$ cat config.mk
export PLATFORM = sky130hd
export DESIGN_NAME = mvsm_front
export DESIGN_NICKNAME = d
export VERILOG_FILES = /design/src/rtl/assert_macros.svh /design/src/rtl/mvsm_pkg.sv /design/src/rtl/mvsm_front.sv
export SDC_FILE = /design/constraint.sdc
export NUM_CORES = 1
export LEC_CHECK = 0
export CAP_MARGIN = 20
export CORE_AREA = 3 3 132 134
export CTS_BUF_LIST = sky130_fd_sc_hd__clkbuf_8
export DETAILED_ROUTE_END_ITERATION = 10
export DIE_AREA = 0 0 135 137
export DONT_BUFFER_PORTS = 1
export PLACE_DENSITY_LB_ADDON = 0.15
export SETUP_SLACK_MARGIN = 0.02
export SYNTH_ARGS = -nofsm -noshare
export SYNTH_HDL_FRONTEND = slang
export SYNTH_SLANG_ARGS = --single-unit
$ cat constraint.sdc
create_clock -name clk -period 5.3 [get_ports clk]
set_input_delay 0.265 -clock clk [delete_from_list [all_inputs] [get_ports clk]]
set_output_delay 0.265 -clock clk [all_outputs]
set_load 0.01 [all_outputs]
$ cat src/rtl/assert_macros.svh
`ifndef ASSERT_MACROS_SVH
`define ASSERT_MACROS_SVH

// Same-cycle implication, checked on every rising edge outside reset.
`define ASSERT_IMPLIES(label, ante, cons) \
  label: assert property (@(posedge clk) disable iff (!rst_n) (ante) |-> (cons)) \
    else $error("assertion failed");

// Next-cycle implication, checked on every rising edge outside reset.
`define ASSERT_NEXT(label, ante, cons) \
  label: assert property (@(posedge clk) disable iff (!rst_n) (ante) |=> (cons)) \
    else $error("assertion failed");

`endif

$ cat src/rtl/mvsm_pkg.sv
package mvsm_pkg;

  localparam int VOICES       = 8;
  localparam int SAMPLE_DEPTH = 4096;
  localparam int DUTY_BITS    = 8;

  localparam int VIDX_W  = (VOICES > 1) ? $clog2(VOICES) : 1;
  localparam int PLAY_W  = $clog2(VOICES + 1);
  localparam int ADDR_W  = $clog2(SAMPLE_DEPTH);

  localparam int IN_Q_DEPTH = 2;
  localparam int QPTR_W     = 1;
  localparam int QCNT_W     = 2;

  localparam int CFG_IDX_W  = 8;
  localparam int CFG_DATA_W = 8;

  localparam logic [CFG_IDX_W-1:0] CFG_AMP_PRESENT = 8'd0;
  localparam logic [CFG_IDX_W-1:0] CFG_AMP_INVERT  = 8'd1;

  localparam logic [1:0] ACT_WRITE = 2'd0;
  localparam logic [1:0] ACT_QUEUE = 2'd1;
  localparam logic [1:0] ACT_TICK  = 2'd2;

  localparam logic [3:0] AMP_HOLD     = 4'd10;
  localparam logic [7:0] DUTY_RESET   = 8'd128;
  localparam logic [7:0] GAIN_UNITY   = 8'd255;
  localparam logic [15:0] RECIP_255   = 16'd32896;

  typedef struct packed {
    logic [1:0]         action;
    logic [11:0]        address;
    logic signed [15:0] sample_word;
    logic [12:0]        length;
    logic [15:0]        delay;
    logic signed [7:0]  speed;
    logic [7:0]         volume;
    logic               single_only;
  } in_item_t;

  typedef struct packed {
    logic       accepted;
    logic [7:0] duty;
    logic       duty_updated;
    logic       amp_level;
    logic [3:0] voices_playing;
  } out_item_t;

  typedef struct packed {
    logic              accepted;
    logic [7:0]        duty;
    logic              duty_updated;
    logic              amp_state;
    logic [PLAY_W-1:0] voices_playing;
  } eng_res_t;

endpackage

$ cat src/rtl/mvsm_front.sv
module mvsm_front (
  input  logic               clk,
  input  logic               rst_n,
  input  logic               push,
  output logic               full,
  input  mvsm_pkg::in_item_t item,
  output logic               cmd_valid,
  input  logic               cmd_pop,
  output mvsm_pkg::in_item_t cmd
);
  import mvsm_pkg::*;

  in_item_t          q_r [IN_Q_DEPTH];
  logic [QPTR_W-1:0] wptr_r;
  logic [QPTR_W-1:0] rptr_r;
  logic [QCNT_W-1:0] cnt_r;
  logic              do_push;
  logic              do_pop;

  assign full      = (cnt_r == QCNT_W'(IN_Q_DEPTH));
  assign cmd_valid = (cnt_r != '0);
  assign cmd       = q_r[rptr_r];
  assign do_push   = push && !full;
  assign do_pop    = cmd_pop && cmd_valid;

  always_ff @(posedge clk) begin
    if (!rst_n) begin
      wptr_r <= '0;
      rptr_r <= '0;
      cnt_r  <= '0;
    end else begin
      if (do_push) begin
        wptr_r <= wptr_r + 1'b1;
      end
      if (do_pop) begin
        rptr_r <= rptr_r + 1'b1;
      end
      if (do_push && !do_pop) begin
        cnt_r <= cnt_r + 1'b1;
      end else if (do_pop && !do_push) begin
        cnt_r <= cnt_r - 1'b1;
      end
    end
  end

  always_ff @(posedge clk) begin
    if (do_push) begin
      q_r[wptr_r] <= item;
    end
  end

endmodule

# After elaboration in Yosys (flattened, before gate mapping)
# Memory sizes are Yosys's and may differ from the RTL's. A register that Yosys moved wholly into a read port is not among the register bits.
# Cells that the tools add are included.
dict set report totals {
  reg_bits 4
  ramBits 152
  inputBits 80
  output_inout_bits 78
  word_cells 24
  memories 1
}
dict set report op_classes {
  addsub 4
  eq_ne 1
  n_mux 6
  reduce_logical 9
}
# memory depth width read_ports rd_clocked_by_memory_dff write_ports line_no
set memory_table {}
lappend memory_table {q_r 2 76 1 1 1 mvsm_front.sv:13} ;# in_item_t q_r [IN_Q_DEPTH];
# cell n
set op_table {}
lappend op_table {{logical AND 1 bit} 4}
lappend op_table {{two-way mux 1 bit} 4}
lappend op_table {{two-way mux 2 bit} 2}
lappend op_table {{nonzero test 2 bit} 2}
lappend op_table {{zero test 1 bit} 3}
lappend op_table {{adder 1 bit, second input constant} 2}
lappend op_table {{adder 2 x 1 -> 2 bit, second input constant} 1}
lappend op_table {{equality test 2 bit, second input constant} 1}
lappend op_table {{subtractor 2 x 1 -> 2 bit, second input constant} 1}

# Depth between registers and ports, before layout
dict set report depth {
  depth_word 7
  mapped_depth 7
}

# Worst setup path after synthesis
# Ideal clock, no wire load.
dict set report synth_timing {
  path_kind {flip-flop to flip-flop}
  start {register cnt_r[0]}
  end {memory q_r[0][0] (netlist bit), enable pin}
  t_arrival_ns 3.535
  slack_ns 1.267
  path_stages_with_launch 4
  period_less_slack_ns 4.033
  cell_sequence {dfxtp_1 -> nand2b_1 -> inv_2 -> nor3_2}
}
dict set report synth_between {
  elab_chain_len 5
}
# item line_no
set synth_rtl {}
lappend synth_rtl {{start, declared} mvsm_front.sv:16} ;# logic [QCNT_W-1:0] cnt_r;
lappend synth_rtl {{start signal, assigned} mvsm_front.sv:39} ;# cnt_r <= cnt_r + 1'b1;
lappend synth_rtl {{start signal, assigned} mvsm_front.sv:41} ;# cnt_r <= cnt_r - 1'b1;
lappend synth_rtl {{equality test 2 bit} mvsm_front.sv:20} ;# assign full = (cnt_r == QCNT_W'(IN_Q_DEPTH));
lappend synth_rtl {{named net full} mvsm_front.sv:5} ;# output logic full,
lappend synth_rtl {{zero test 1 bit} mvsm_front.sv:23} ;# assign do_push = push && !full;
lappend synth_rtl {{logical AND 1 bit} mvsm_front.sv:23}
lappend synth_rtl {{two-way mux 1 bit} mvsm_front.sv:47} ;# if (do_push) begin
lappend synth_rtl {{two-way mux 1 bit (implied by the code)} mvsm_front.sv:48} ;# q_r[wptr_r] <= item;
lappend synth_rtl {{end, declared} mvsm_front.sv:13}
# The timed path passes the listed nets, and every way through them passes these cells.

==> results.md <==
- Outcome: finished, final reports clean
- Critical hold path startpoint: push
- FMAX: between 500 and 600 MHz
- Final #Nets: 434
- Critical path fanouts, max: 61
- CTS Sinks: 157
- PwrDens: about 430 nW/um2
- Max_cap viols: 0
- Post-Route WL: 10100 um
- Synth Cell Area: 5720 um2
- Num CTS Buffers: 17
- Core Rows: 47
- Slew Limit Fails: 0
- Tmin final: 1.99 ns
- Yosys reg bits: 157
- Mapped Cells: 261
- Die Area: roughly 18000 um2
- Routed Antenna Nets: 0
- Switching Share: 27.6%
- Core area: roughly 16000 um2
- Ant diodes: 0
- NetSw: 849 uW
- Ports: ~160
- Reg power frac: 52.4%
- Avg Inst Size Synth: 21.9 um2
- DP Wirelength: between 5000 and 6000 um
- R2R Path End: q_r[0][59]
- Hold Path Sink: wptr_r
- DIE WIDTH: 135 um
- Logic gate share of total power: 21.8%
- Vias: 2651
- Worst hold path type: input pin to flop
- Placed cell count: between 400 and 500
- Routability Congestion: 0.653
- Sequential area share after synthesis: 81.5%
- Worst Skew: between 0.01 and 0.015 ns
- Least-Margin Pin Slew: around 0.58 ns
- CTS tree: yes
- Crit path launch type: flop
- Iter 0 DRT Violations: 132
- Crit path capture type: output pin
- Distinct cells, synth: 24
- Maximum vdd drop: 254 uV
- Post-route setup slack: 3.31 ns
- R2r setup slk: 3.58 ns
- H-Tree Depth: 4
- Layout area overhead: 24.6%
- Clk pwr share: ~26%
- Number of global-route vias before repair: 2787
- Non-filler instance count after layout: 584
- Cts repair resizes: 0
- Largest net degree at the start of global routing: 77
- Drt wl/cell: 17.2 um
- Initial antenna violation count: 0
- Synthesized Nets: 342
- Crit Reg-Reg Startpoint: cnt_r[0]
- Hold path depth: 2
- WP data required: between 5 and 6 ns
- Rel. slew slack: 61.1%
- Final hold viol count: 0
- Setup TNS: 0 ns
- Gr ovfl total: 0
- Via density per instance: ~4.5
- Ys Warns: 0
- Final Cycle Share: a little under two fifths
- CP Class: flop to output pin
- Finish-stage setup viols: 0
- Root Driver: clkbuf_8
- Worst reg-to-reg path cell count: 4
- CTS max path bufs: 2
- WP data arrival: 1.73 ns
- Die height: 137 um
- Cell-internal power: about 2200 uW
- DP Worst Slack: 3.42 ns
- Pre-antenna DRT Iters: 4
- First-pass GRT wire length: 15200 um
- RSZ-0062 raised after global routing: no
- Share of layout cells above drive strength 1: 18.7%
- Clk_lat worst skew: 0.43 ns
- Worst-path clk slew: 0.07 ns
- Initial core utilization: a little over a third
- Tot GR Track Use: 11.0%
- Residual DRC: 0
- Static leakage: approximately 0.0024 uW
- I/O Buffers: 0
registers in the layout, summed over array words and instances (netlist names), named ones only:
name    flops
cnt_r       2
rptr_r      1
wptr_r      1
q_r       152
logic make-up after synthesis:
kind of cell	synth area share (%)
xor gates and xnor gates	0.459
muxes	15.0
DFF	81.5
adders and majority gates	0.219
and+or+nand+nor	1.01
AOI/OAI and AO/OA	0.568
buffers and inverters	1.31
critical path: stages (launching register included):
cell,delay [ns]
dfxtp_4,0.50
buf_16,0.35
mux2_1,0.43
worst max path at each step:
stage,to,from,slack [ns],cells past startpoint
after floorplan,q_r[0][0],cnt_r[0],1.27,3
after global placement,q_r[1][26],cnt_r[0],3.31,2
after detailed placement,cmd[3],flop,3.42,1
after CTS,cmd[3],flop,2.91,1
after global routing,cmd[22],flop,3.19,2
final,cmd[36],flop,3.31,2
synth_stat cells (all sizes together):
library cell / count / area (um2)
xnor2: 2 / 17.5
dfxtp: 5 / 100
or2: 1 / 6.26
mux2: 76 / 856
nor2: 1 / 3.75
xor2: 1 / 8.76
ha: 1 / 12.5
edfxtp: 152 / 4560
o21ai: 2 / 10.0
inv: 2 / 7.50
a21boi: 2 / 15.0
nor3: 1 / 10.0
o21a: 1 / 7.51
and2: 3 / 18.8
buf: 8 / 67.6
nand2b: 1 / 6.26
and3: 1 / 6.26
or3: 1 / 6.26
metal layers:
metal | global-route usage (%) | up-vias | wire, um
li1 | - | 1211 | -
met1 | 12.7 | 1320 | 4180
met2 | 17.3 | 106 | 4800
met3 | 5.44 | 14 | 889
met4 | 5.38 | 0 | 192
met5 | 0 | - | 0
power groups by stage:
stage | Clock (uW) | Sequential (uW) | Combinational (uW)
after global placement | 0 | 1710 | 547
final | 792 | 1610 | 671
after CTS | 838 | 1690 | 609
after detailed placement | 0 | 1720 | 550
after global routing | 888 | 1630 | 730
after floorplan | 0 | 1630 | 521
stage by stage:
stage	power (uW)	area, um2	utilization [%]	hold slack (ns)
6_report	3080	7130	43.5	0.0960
5_1_grt	3250	7130	43.5	0.0596
4_1_cts	3140	7110	43.3	0.0476
3_5_place_dp	2270	5990	36.5	0.364
3_3_place_gp	2260	5960	36.3	0.364
2_1_floorplan	2150	5720	-	0.364
what timing repair did:
action / CTS / global route
buffers inserted: 0 / 0
hold buffers: 77 / 0
endpoints found under the hold margin: 157 / 0
layout by cell type (no fill, tap or decap), drive strengths merged, types with 2 or more instances in the layout:
master / instances
edfxtp: 152
dlygate4sd3: 77
mux2: 76
clkbuf: 17
inv: 6
clkinv: 6
dfxtp: 5
buf: 4
and2: 3
xnor2: 2
bufinv: 2
o21ai: 2
a21boi: 2
area by class of cell:
class | instances | area (um2)
flip-flops and latches | 157 | 4670
clock buffers | 17 | 234
multi-input cells | 94 | 996
well taps | 220 | 275
clock inverters | 13 | 113
repair buffers | 81 | 841
fillers | 1425 | 9270
inverters | 2 | 7.51
Power figures use the tool's default switching activity.
